--- src/rtl/core/etmr_pkg.sv ---
// Shared types and codes for the event timer table.
`timescale 1ns / 1ps
`default_nettype none

package etmr_pkg;

    // Request opcodes
    localparam logic OP_TICK = 1'b0;
    localparam logic OP_ADD  = 1'b1;

    // Result kinds
    localparam logic [1:0] KIND_ADDED    = 2'd0;
    localparam logic [1:0] KIND_REJECTED = 2'd1;
    localparam logic [1:0] KIND_UPDATE   = 2'd2;
    localparam logic [1:0] KIND_EXPIRY   = 2'd3;

    // Most results one tick may report; later ones are dropped
    localparam int MAX_RESULTS = 32;

    typedef struct packed {
        logic        opcode;
        logic [31:0] delta_time;
        logic [31:0] duration;
        logic        repeat_req;
        logic [7:0]  event_tag;
        logic        notify_update;
        logic        notify_end;
    } t_request;

    typedef struct packed {
        logic [1:0]  kind;
        logic [7:0]  reported_tag;
        logic [31:0] elapsed;
        logic        last;
    } t_result;

    // Fixed-width part of one stored entry
    typedef struct packed {
        logic [7:0] label;
        logic       repeats;
        logic       wants_update;
        logic       wants_end;
    } t_entry_attr;

    // Per-cell load/shift selects
    typedef struct packed {
        logic load;
        logic take_right;
        logic take_head;
    } t_cell_ctrl;

endpackage

`default_nettype wire

--- src/rtl/core/etmr_cell.sv ---
// One timer entry cell of the rotating chain.
`timescale 1ns / 1ps
`default_nettype none

module etmr_cell
    import etmr_pkg::*;
#(
    parameter int TIME_BITS = 32
) (
    input  wire logic                 i_clk,
    input  wire t_cell_ctrl           i_ctrl,
    input  wire t_entry_attr          i_load_attr,
    input  wire logic [TIME_BITS-1:0] i_load_limit,
    input  wire t_entry_attr          i_right_attr,
    input  wire logic [TIME_BITS-1:0] i_right_limit,
    input  wire logic [TIME_BITS-1:0] i_right_time,
    input  wire t_entry_attr          i_head_attr,
    input  wire logic [TIME_BITS-1:0] i_head_limit,
    input  wire logic [TIME_BITS-1:0] i_head_time,
    output t_entry_attr               o_attr,
    output logic [TIME_BITS-1:0]      o_limit,
    output logic [TIME_BITS-1:0]      o_time
);

    t_entry_attr          r_attr,  n_attr;
    logic [TIME_BITS-1:0] r_limit, n_limit;
    logic [TIME_BITS-1:0] r_time,  n_time;

    // new entry, neighbor shift, or processed head re-entering at the tail
    always_comb begin
        n_attr  = r_attr;
        n_limit = r_limit;
        n_time  = r_time;
        if (i_ctrl.load) begin
            n_attr  = i_load_attr;
            n_limit = i_load_limit;
            n_time  = '0;
        end else if (i_ctrl.take_right) begin
            n_attr  = i_right_attr;
            n_limit = i_right_limit;
            n_time  = i_right_time;
        end else if (i_ctrl.take_head) begin
            n_attr  = i_head_attr;
            n_limit = i_head_limit;
            n_time  = i_head_time;
        end
    end

    always_ff @(posedge i_clk) begin
        r_attr  <= n_attr;
        r_limit <= n_limit;
        r_time  <= n_time;
    end

    assign o_attr  = r_attr;
    assign o_limit = r_limit;
    assign o_time  = r_time;

endmodule

`default_nettype wire

--- src/rtl/core/event_timer_table_unit.sv ---
// Top level of the event timer table: cell chain, head processing and result output.
//
// Usage: drive i_req and raise i_start; the request is taken at a clock edge with
// i_start high and o_busy low. An add request stores an entry at the tail of the
// chain (or is rejected when all EVENT_SLOTS cells are in use) and reports one
// result, sent out from the flush state. A tick request rotates the chain twice
// through its head: the first pass accumulates delta_time into each entry and
// reports updates, the second pass checks expiry, restarts repeating entries and
// drops expired one-shot entries while the chain closes up. Each stored entry
// visits the head once per pass; o_busy stays high through both passes and the
// flush state, and the final result appears as o_busy falls.
// Results appear for one cycle with o_strobe high; o_result.last marks the final
// result of a request. One result is held back so that last is known when it
// leaves. The receiver cannot stall; results are never held off.
// Reset empties the table and returns the block to idle; entry storage itself
// is not cleared.
`timescale 1ns / 1ps
`default_nettype none

module event_timer_table_unit
    import etmr_pkg::*;
#(
    parameter int EVENT_SLOTS = 16,
    parameter int TIME_BITS   = 32
) (
    input  wire logic     i_clk,
    input  wire logic     i_rst_n,
    input  wire logic     i_start,
    input  wire t_request i_req,
    output logic          o_busy,
    output logic          o_strobe,
    output t_result       o_result
);

    localparam int CNT_W  = $clog2(EVENT_SLOTS + 1);
    localparam int SUM_W  = ((TIME_BITS > 32) ? TIME_BITS : 32) + 1;
    localparam int NRES_W = $clog2(MAX_RESULTS + 1);

    localparam logic [1:0] ST_IDLE  = 2'd0;
    localparam logic [1:0] ST_UPD   = 2'd1;
    localparam logic [1:0] ST_EXP   = 2'd2;
    localparam logic [1:0] ST_FLUSH = 2'd3;

    logic [1:0]        r_state;
    logic [CNT_W-1:0]  r_count;
    logic [CNT_W-1:0]  r_left;
    logic [31:0]       r_delta;
    logic [NRES_W-1:0] r_nres;
    logic              r_pend_vld;
    t_result           r_pend;
    logic              r_strobe;
    t_result           r_out;

    t_entry_attr          w_attr  [EVENT_SLOTS];
    logic [TIME_BITS-1:0] w_limit [EVENT_SLOTS];
    logic [TIME_BITS-1:0] w_time  [EVENT_SLOTS];
    t_entry_attr          w_rattr  [EVENT_SLOTS];
    logic [TIME_BITS-1:0] w_rlimit [EVENT_SLOTS];
    logic [TIME_BITS-1:0] w_rtime  [EVENT_SLOTS];
    t_cell_ctrl           w_ctrl   [EVENT_SLOTS];

    logic                 w_accept;
    logic                 w_full;
    logic                 w_do_load;
    logic                 w_shift;
    logic                 w_drop;
    logic [SUM_W-1:0]     w_dur_ext;
    logic [TIME_BITS-1:0] w_load_limit;
    t_entry_attr          w_load_attr;
    logic [SUM_W-1:0]     w_sum;
    logic [TIME_BITS-1:0] w_acc;
    logic                 w_expired;
    logic [TIME_BITS-1:0] w_head_time;
    logic [TIME_BITS-1:0] w_rep_time;
    logic [SUM_W-1:0]     w_rep_ext;
    logic                 w_new_vld;
    t_result              w_new;

    assign w_accept = i_start && (r_state == ST_IDLE);
    assign w_full   = (r_count == CNT_W'(EVENT_SLOTS));
    assign w_do_load = w_accept && (i_req.opcode == OP_ADD) && !w_full;

    // New entry, duration masked to the stored width
    assign w_dur_ext    = SUM_W'(i_req.duration);
    assign w_load_limit = w_dur_ext[TIME_BITS-1:0];
    assign w_load_attr  = '{label: i_req.event_tag, repeats: i_req.repeat_req,
                            wants_update: i_req.notify_update,
                            wants_end: i_req.notify_end};

    // Head processing: saturating accumulate and expiry check on cell 0
    assign w_sum     = SUM_W'(w_time[0]) + SUM_W'(r_delta);
    assign w_acc     = (|w_sum[SUM_W-1:TIME_BITS]) ? '1 : w_sum[TIME_BITS-1:0];
    assign w_expired = (w_limit[0] < w_time[0]);
    assign w_shift   = (r_state == ST_UPD) || (r_state == ST_EXP);
    assign w_drop    = (r_state == ST_EXP) && w_expired && !w_attr[0].repeats;

    always_comb begin
        if (r_state == ST_UPD) begin
            w_head_time = w_acc;
        end else if (w_expired && w_attr[0].repeats) begin
            w_head_time = '0;
        end else begin
            w_head_time = w_time[0];
        end
    end

    // Reported elapsed value, cut or widened to 32 bits
    assign w_rep_time = (r_state == ST_UPD) ? w_acc : w_time[0];
    assign w_rep_ext  = SUM_W'(w_rep_time);

    always_comb begin
        w_new_vld = 1'b0;
        w_new     = '{kind: KIND_UPDATE, reported_tag: w_attr[0].label,
                      elapsed: w_rep_ext[31:0], last: 1'b0};
        case (r_state)
            ST_UPD: begin
                w_new_vld = w_attr[0].wants_update;
            end
            ST_EXP: begin
                w_new_vld  = w_expired && w_attr[0].wants_end;
                w_new.kind = KIND_EXPIRY;
            end
            default: begin
                w_new_vld = 1'b0;
            end
        endcase
    end

    // Cell chain: entries move toward cell 0, the head re-enters at the tail
    for (genvar i = 0; i < EVENT_SLOTS; i++) begin : g_cell
        if (i == EVENT_SLOTS - 1) begin : g_end
            assign w_rattr[i]  = '0;
            assign w_rlimit[i] = '0;
            assign w_rtime[i]  = '0;
        end else begin : g_mid
            assign w_rattr[i]  = w_attr[i+1];
            assign w_rlimit[i] = w_limit[i+1];
            assign w_rtime[i]  = w_time[i+1];
        end

        assign w_ctrl[i].load       = w_do_load && (CNT_W'(i) == r_count);
        assign w_ctrl[i].take_right = w_shift && (CNT_W'(i + 1) < r_count);
        assign w_ctrl[i].take_head  = w_shift && !w_drop && (CNT_W'(i + 1) == r_count);

        etmr_cell #(
            .TIME_BITS(TIME_BITS)
        ) u_cell (
            .i_clk        (i_clk),
            .i_ctrl       (w_ctrl[i]),
            .i_load_attr  (w_load_attr),
            .i_load_limit (w_load_limit),
            .i_right_attr (w_rattr[i]),
            .i_right_limit(w_rlimit[i]),
            .i_right_time (w_rtime[i]),
            .i_head_attr  (w_attr[0]),
            .i_head_limit (w_limit[0]),
            .i_head_time  (w_head_time),
            .o_attr       (w_attr[i]),
            .o_limit      (w_limit[i]),
            .o_time       (w_time[i])
        );
    end

    // Sequencer and entry count
    always_ff @(posedge i_clk) begin
        if (!i_rst_n) begin
            r_state <= ST_IDLE;
            r_count <= '0;
            r_left  <= '0;
        end else begin
            case (r_state)
                ST_IDLE: begin
                    if (w_accept) begin
                        if (i_req.opcode == OP_ADD) begin
                            r_state <= ST_FLUSH;
                            if (!w_full) begin
                                r_count <= r_count + 1'b1;
                            end
                        end else if (r_count == '0) begin
                            r_state <= ST_FLUSH;
                        end else begin
                            r_state <= ST_UPD;
                            r_left  <= r_count;
                        end
                    end
                end
                ST_UPD: begin
                    if (r_left == CNT_W'(1)) begin
                        r_state <= ST_EXP;
                        r_left  <= r_count;
                    end else begin
                        r_left <= r_left - 1'b1;
                    end
                end
                ST_EXP: begin
                    r_left <= r_left - 1'b1;
                    if (w_drop) begin
                        r_count <= r_count - 1'b1;
                    end
                    if (r_left == CNT_W'(1)) begin
                        r_state <= ST_FLUSH;
                    end
                end
                default: begin
                    r_state <= ST_IDLE;
                end
            endcase
        end
    end

    always_ff @(posedge i_clk) begin
        if (w_accept) begin
            r_delta <= i_req.delta_time;
        end
    end

    // Result holding: one result waits until the next shows whether it is last
    always_ff @(posedge i_clk) begin
        if (!i_rst_n) begin
            r_pend_vld <= 1'b0;
            r_strobe   <= 1'b0;
            r_nres     <= '0;
        end else begin
            if (w_accept) begin
                r_strobe <= 1'b0;
                r_nres   <= '0;
                if (i_req.opcode == OP_ADD) begin
                    r_pend_vld <= 1'b1;
                end
            end else if (r_state == ST_FLUSH) begin
                r_strobe   <= r_pend_vld;
                r_pend_vld <= 1'b0;
            end else if (w_new_vld && (r_nres < NRES_W'(MAX_RESULTS))) begin
                r_strobe   <= r_pend_vld;
                r_pend_vld <= 1'b1;
                r_nres     <= r_nres + 1'b1;
            end else begin
                r_strobe <= 1'b0;
            end
        end
    end

    always_ff @(posedge i_clk) begin
        if (w_accept) begin
            r_pend <= '{kind: w_full ? KIND_REJECTED : KIND_ADDED,
                        reported_tag: i_req.event_tag, elapsed: 32'd0, last: 1'b0};
        end else if (r_state == ST_FLUSH) begin
            r_out <= '{kind: r_pend.kind, reported_tag: r_pend.reported_tag,
                       elapsed: r_pend.elapsed, last: 1'b1};
        end else if (w_new_vld && (r_nres < NRES_W'(MAX_RESULTS))) begin
            r_out  <= r_pend;
            r_pend <= w_new;
        end
    end

    assign o_busy   = (r_state != ST_IDLE);
    assign o_strobe = r_strobe;
    assign o_result = r_out;

    // Checks
    a_count_range: assert property (@(posedge i_clk) disable iff (!i_rst_n)
        r_count <= CNT_W'(EVENT_SLOTS))
        else $error("entry count above table size");

    a_idle_empty: assert property (@(posedge i_clk) disable iff (!i_rst_n)
        (r_state == ST_IDLE) |-> !r_pend_vld)
        else $error("result still held while idle");

    a_flush_ends: assert property (@(posedge i_clk) disable iff (!i_rst_n)
        (r_state == ST_FLUSH) |=> (r_state == ST_IDLE))
        else $error("flush did not return to idle");

    a_last_from_flush: assert property (@(posedge i_clk) disable iff (!i_rst_n)
        (o_strobe && o_result.last) |-> ($past(r_state) == ST_FLUSH))
        else $error("final result outside flush");

    a_update_keeps_count: assert property (@(posedge i_clk) disable iff (!i_rst_n)
        (r_state == ST_UPD) |=> (r_count == $past(r_count)))
        else $error("entry count changed during update pass");

endmodule

`default_nettype wire
--- config.mk ---
export PLATFORM = sky130hd
export DESIGN_NAME = event_timer_table_unit
export DESIGN_NICKNAME = d
export VERILOG_FILES = /design/src/rtl/core/etmr_pkg.sv /design/src/rtl/core/etmr_cell.sv /design/src/rtl/core/event_timer_table_unit.sv
export SDC_FILE = /design/constraint.sdc
export NUM_CORES = 2
export LEC_CHECK = 0
export BUFFER_PORTS_ARGS = -buffer_cell sky130_fd_sc_hd__buf_2
export CAP_MARGIN = 15
export CORE_AREA = 3 3 333 335
export DETAILED_ROUTE_END_ITERATION = 16
export DIE_AREA = 0 0 336 338
export PLACE_DENSITY = 0.76
export SLEW_MARGIN = 20
export SYNTH_ARGS = -nofsm -noshare
export SYNTH_HDL_FRONTEND = slang
export SYNTH_SLANG_ARGS = --single-unit
--- constraint.sdc ---
create_clock -name i_clk -period 5.2 [get_ports i_clk]
set_clock_uncertainty 0.05 [all_clocks]
set_input_delay 0.26 -clock i_clk [delete_from_list [all_inputs] [get_ports i_clk]]
set_output_delay 0.26 -clock i_clk [all_outputs]
set_load 0.05 [all_outputs]
After elaboration in Yosys (flattened, before gate mapping)
Cells that the tools add are included.

storage, ports and cells
  flip-flop bits (word level) = 1337
  word-level logic and storage cells = 434
  output and inout port bits = 45
  input port bits = 79

cells by class
  equal/unequal tests = 31
  $add $sub $neg = 5
  order comparisons = 18
  bitwise operators = 3
  mux-type cells = 158
  reductions and logical operators = 109

operator list
  kind                                                                         count
  32-bit two-way mux                                                           81
  11-bit two-way mux                                                           47
  43-bit two-way mux                                                           5
  1-bit logical AND                                                            57
  3-bit nonzero test                                                           17
  4-bit by 5-bit equality test with 1-bit output, first input constant         8
  4-bit by 5-bit less-than comparator with 1-bit output, first input constant  8
  5-bit two-way mux                                                            8
  2-bit nonzero test                                                           20
  32-bit by 32-bit adder with 33-bit output                                    1
  32-bit less-than comparator                                                  1
  3-bit by 5-bit equality test with 1-bit output, first input constant         4
  3-bit by 5-bit less-than comparator with 1-bit output, first input constant  4
  2-bit != test, second input constant                                         8
  5-bit one-hot mux with 3 select lines                                        1
  2-bit by 5-bit equality test with 1-bit output, first input constant         2
  2-bit by 5-bit less-than comparator with 1-bit output, first input constant  2
  2-bit two-way mux                                                            5
  5-bit one-hot mux with 2 select lines                                        1
  5-bit by 1-bit subtractor with 5-bit output, second input constant           2
  1-bit two-way mux                                                            8
  2-bit AND reduction                                                          4
  6-bit by 1-bit adder with 6-bit output, second input constant                1
  6-bit less-than comparator, second input constant                            1
  21 further kinds                                                             28

Depth between registers and ports, before layout
  word-level depth = 9
  depth in mapped cells = 14

By module
A second synthesis with hierarchy kept.

unflattened totals
  cells, all modules = 6276
  area, all modules = 70441.3 um^2

modules (own cells, without submodules)
  module                  area an instance (um^2)  seq. area each (um^2)  instances  cells an instance
  etmr_cell               3848.7                   1931.9                 16         330
  event_timer_table_unit  8862.2                   3593.4                 1          996

Worst setup path after synthesis
Ideal clock, no wire load.

  kind = register -> register
  from = reg g_cell[0].u_cell.r_limit[30]
  to = reg g_cell[15].u_cell.r_attr, in the netlist g_cell[15].u_cell.o_attr[0], enable pin
  required time = 4.647 ns
  clock period less this slack = 5.568 ns
  buffers on the path = 0
  data arrival time = 5.014 ns
  stages on the path, launching flop included = 9
  setup slack = -0.368 ns
  path through = edfxtp_1 ha_1 nand4_1 nor4_1 a221oi_1 o211ai_1 a2111o_1 nand2_1 o21ai_0

between the ends
  longest elaborated chain between the ends = 7

RTL lines
  item                             line                           source
  start, declared                  etmr_cell.sv:26                logic [TIME_BITS-1:0] r_limit, n_limit;
  start signal, assigned           etmr_cell.sv:51                r_limit <= n_limit;
  32-bit less-than comparator      event_timer_table_unit.sv:93   assign w_expired = (w_limit[0] < w_time[0]);
  1-bit logical AND (2 in series)  event_timer_table_unit.sv:95   assign w_drop = (r_state == ST_EXP) && w_expired && !w_attr[0].repeats;
  1-bit logical NOT                event_timer_table_unit.sv:143  assign w_ctrl[i].take_head = w_shift && !w_drop && (CNT_W'(i + 1) == r_count);
  1-bit logical AND (2 in series)  event_timer_table_unit.sv:143
  3-bit nonzero test (no line)     -
  end signal, assigned             etmr_cell.sv:50                r_attr <= n_attr;
  end, declared                    etmr_cell.sv:25                t_entry_attr r_attr, n_attr;

No other way between the ends.
A chain may end at the register's enable or synchronous reset.

Final worst setup path
  from = reg g_cell[0].u_cell.r_time[29]
  to = reg g_cell[5].u_cell.r_time[11]

between the ends
  longest elaborated chain between the ends = 7
  elaborated cells between the ends (all ways) = 14

RTL lines
  item                                                                 line             source
  start, declared                                                      etmr_cell.sv:27  logic [TIME_BITS-1:0] r_time, n_time;
  start signal, assigned                                               etmr_cell.sv:52  r_time <= n_time;
  branches (longest 7 deep; another with 32-bit less-than comparator)  -
  end signal, assigned                                                 etmr_cell.sv:52
  end, declared                                                        etmr_cell.sv:27

Several ways; the timed one is not identified. The select of a mux whose other input is x is not followed.

==> metrics.txt <==
status=finished clean; die width=336 µm; Worst R2R End=g_cell[5].u_cell.o_time[11]$_SDFFE_PP0P_; commonest non-fill, non-tap cell in the layout=nand2_1; Unique masters post-synth=82; crit-path max cell delay=0.88 ns; IO Count=124; top_reg_cell synth=edfxtp_1; max-slew violation count=0; placed inst area=0.06372 mm²; Seq cells post-synth=1,337; CTS buffer count=140; initial antenna violation count=11; finished layout cell area=0.06919 mm²; Mapped Nets=6,247; DPL Wire Length=119.2 mm; most frequent cells in the layout=1,009 x nand2_1, 906 x o21ai_0, 773 x edfxtp_1; Final GP Congestion=0.9736; DR vias/cell=6.643; Post-Syn Area per Cell=10.11 µm²; Core Rows=121; Die Span Y=338 µm; post-CTS sizing=0; vias in the first global route=47,440; Hold Vio Cnt, Final=0; setup TNS=0 ns; critical path startpoint category=flip-flop; first-pass GRT wire length=297.2 mm; core area=0.1084 mm²; initial core utilization=0.5682; fill cell count=8,304; Overflow after GRT=0; number of buffers added on ports=123; Max VDD drop=388.4 µV; Max Freq=211.1 MHz; Crit. End Element=flip-flop; Root Driver=clkbuf_16; WL/cell=26.70 µm; Reg clk slew, reported paths=0.06 ns; CP cell instances=inv_1 -> ha_1 -> nand4_1 -> nor4_1 -> a221oi_1 -> o211ai_1 -> a2111o_1 -> a41oi_4 -> nor2_1 -> nand2_1 -> o22ai_1; layout cells sized above 1=0.09946; Reg area=0.03450 mm²; r2r setup slk=0.46 ns; worst hold path type=input pin to flip-flop; Slew @ Worst Pin=1.232 ns; fin cells=7,532; DRT Wirelength=201.1 mm; Setup CP Type=flip-flop to flip-flop; Starting DRT DRC Count=6,174; crit path DAT=5.36 ns; DRT antenna net count=0; sequential area share after synthesis=0.5602; CP top delay family=simple AND/OR/NAND/NOR gates; CP bufs+invs=1; critical path's slowest cell=nor2_1; required time worst endpoint=5.82 ns; Critical R2R Launch=g_cell[0].u_cell.o_time[29]$_SDFFE_PP0P_; worst-case clock buffer depth=3; Async SR Flop Fraction=0; crit share post-route=0.9110; dpl cells=7,195; H-tree levels=4; Ys Warns=0; max-cap viol count=0; aggregate global-route resource usage=0.3459; Layout area overhead=12.34%; static leakage power=24.40 nW; largest net degree at the start of global routing=118; via count=50,040; power per cell area=595.0 mW/mm²; clock latency on the worst-skew pair=0.78 ns; DRC viols=0; nets@finish=6,155; number of flops mapped to enable cells by yosys=773; max_slew headroom=0.1783; RSZ-0062 raised after global routing=no; Worst Path Max Fanout=16; synthesized instance count=6,091; clk sink count=1,337; Worst Reg-to-Reg Cells=11; final core occ=0.6383; final setup fails=0; Setup crit start=g_cell[0].u_cell.o_time[29]$_SDFFE_PP0P_; area of the multi-input gates=0.02499 mm²; Die ar.=0.1136 mm²; DR pass1 iterations=6; Final Critical Period=4.737 ns; synthesized area=0.06159 mm²; Setup crit end=g_cell[5].u_cell.o_time[11]$_SDFFE_PP0P_; Tot Pwr=0.04117 W; CP Depth=11; Hold Path Stages=3; CTS tree=yes
==> per-layer routing <==
layer / share of wire / vias to the layer above / wire length (µm) / global-route usage
met5: 0.00036 / - / 73 / 0
met4: 0.058 / 12 / 11610 / 0.1851
met3: 0.12 / 729 / 23670 / 0.08278
met2: 0.45 / 3188 / 90480 / 0.5404
met1: 0.37 / 24040 / 75250 / 0.4482
li1: - / 22060 / - / -
==> kinds of logic (layout without fill, tap and decap cells) <==
group | Yosys count | after routing | share of synthesized area
compound gates | 1937 | 1937 | 0.1933
simple gates | 1508 | 1508 | 0.09712
flops | 1337 | 1337 | 0.5602
buf+inv | 660 | 682 | 0.04142
mux | 535 | 535 | 0.08695
fa+ha+maj | 77 | 77 | 0.01576
xor+xnor | 37 | 37 | 0.005261
other cells | 0 | 5 | 0
==> worst min path at each step <==
stage	to	slack [ns]	from
after CTS	g_cell[8].u_cell.o_attr[7]$_DFFE_PP_	0.005	i_req[6]
final	r_pend[37]$_DFFE_PP_	0.03	i_req[6]
after global routing	g_cell[0].u_cell.o_attr[7]$_DFFE_PP_	0.03	i_req[6]
after floorplan	r_delta[0]$_DFFE_PP_	0.31	i_req[43]
after detailed placement	o_result[39]$_DFFE_PP_	0.36	r_pend[39]$_DFFE_PP_
after global placement	o_result[33]$_DFFE_PP_	0.35	r_pend[33]$_DFFE_PP_
==> where the power goes <==
group	total (W)	switching, W	internal, W
clock	0.0103	0.00438	0.00589
combinational	0.0140	0.00917	0.00478
sequential	0.0169	0.00214	0.0148
total	0.0412	0.0157	0.0255
==> per-stage QoR <==
step	setup slack, ns	hold WS, ns
floorplan	0.7951	0.3089
global placement	0.7111	0.3511
detailed placement	0.6590	0.3552
CTS	0.6310	0.005169
global route	0.2532	0.02531
finish	0.4625	0.03069
==> sequential cells by signal (all words and copies together) (netlist names), 5 cells and up <==
register / flops
g_cell.u_cell.o_limit: 512
g_cell.u_cell.o_time: 512
g_cell.u_cell.o_attr: 176
o_result: 43
r_pend: 42
r_delta: 32
r_nres: 6
r_count: 5
r_left: 5
==> worst register-to-register path, stage by stage (launching register included) <==
cell and delay, ns:
dfxtp_1 0.46, inv_1 0.23, ha_1 0.37, nand4_1 0.14, nor4_1 0.55, a221oi_1 0.15, o211ai_1 0.40, a2111o_1 0.33
a41oi_4 0.19, nor2_1 0.88, nand2_1 0.55, o22ai_1 0.32
==> final cells by class <==
type | count | area share
sequential | 1337 | 0.4987
multi-input combinational | 4094 | 0.3612
clock buffer | 183 | 0.05698
timing repair buffer | 361 | 0.04295
tap | 1414 | 0.02557
clock inverter | 73 | 0.01089
inverter | 65 | 0.003526
antenna | 5 | 0.0001808
==> repair_timing <==
action / CTS / global route
buffers inserted: 0 / 0
hold endpoints to repair: 623 / 0
hold buffers: 76 / 0
==> cell usage after synthesis, types with 16 or more instances <==
library cell | count | area, µm²
a211oi_1 | 44 | 330.3
a21o_1 | 30 | 225.2
a21oi_1 | 220 | 1101
a221oi_1 | 26 | 227.7
a222oi_1 | 16 | 160.2
a22o_1 | 42 | 367.9
a22oi_1 | 297 | 2230
a31oi_1 | 96 | 600.6
a32oi_1 | 50 | 437.9
buf_1 | 79 | 296.5
buf_2 | 53 | 265.3
clkbuf_1 | 461 | 1730
dfxtp_1 | 564 | 11290
edfxtp_1 | 773 | 23210
ha_1 | 76 | 950.9
inv_1 | 62 | 232.7
mux2i_1 | 535 | 5355
nand2_1 | 1020 | 3829
nand3_1 | 36 | 180.2
nand4_1 | 17 | 106.4
nor2_1 | 337 | 1265
nor2b_1 | 16 | 100.1
nor3_1 | 23 | 115.1
o211ai_1 | 22 | 165.2
o21ai_0 | 912 | 4564
o21ai_1 | 27 | 135.1
o22ai_1 | 41 | 256.5
o31ai_1 | 17 | 127.6
xnor2_1 | 19 | 166.4
xor2_1 | 18 | 157.7
Power figures use the tool's default switching activity.
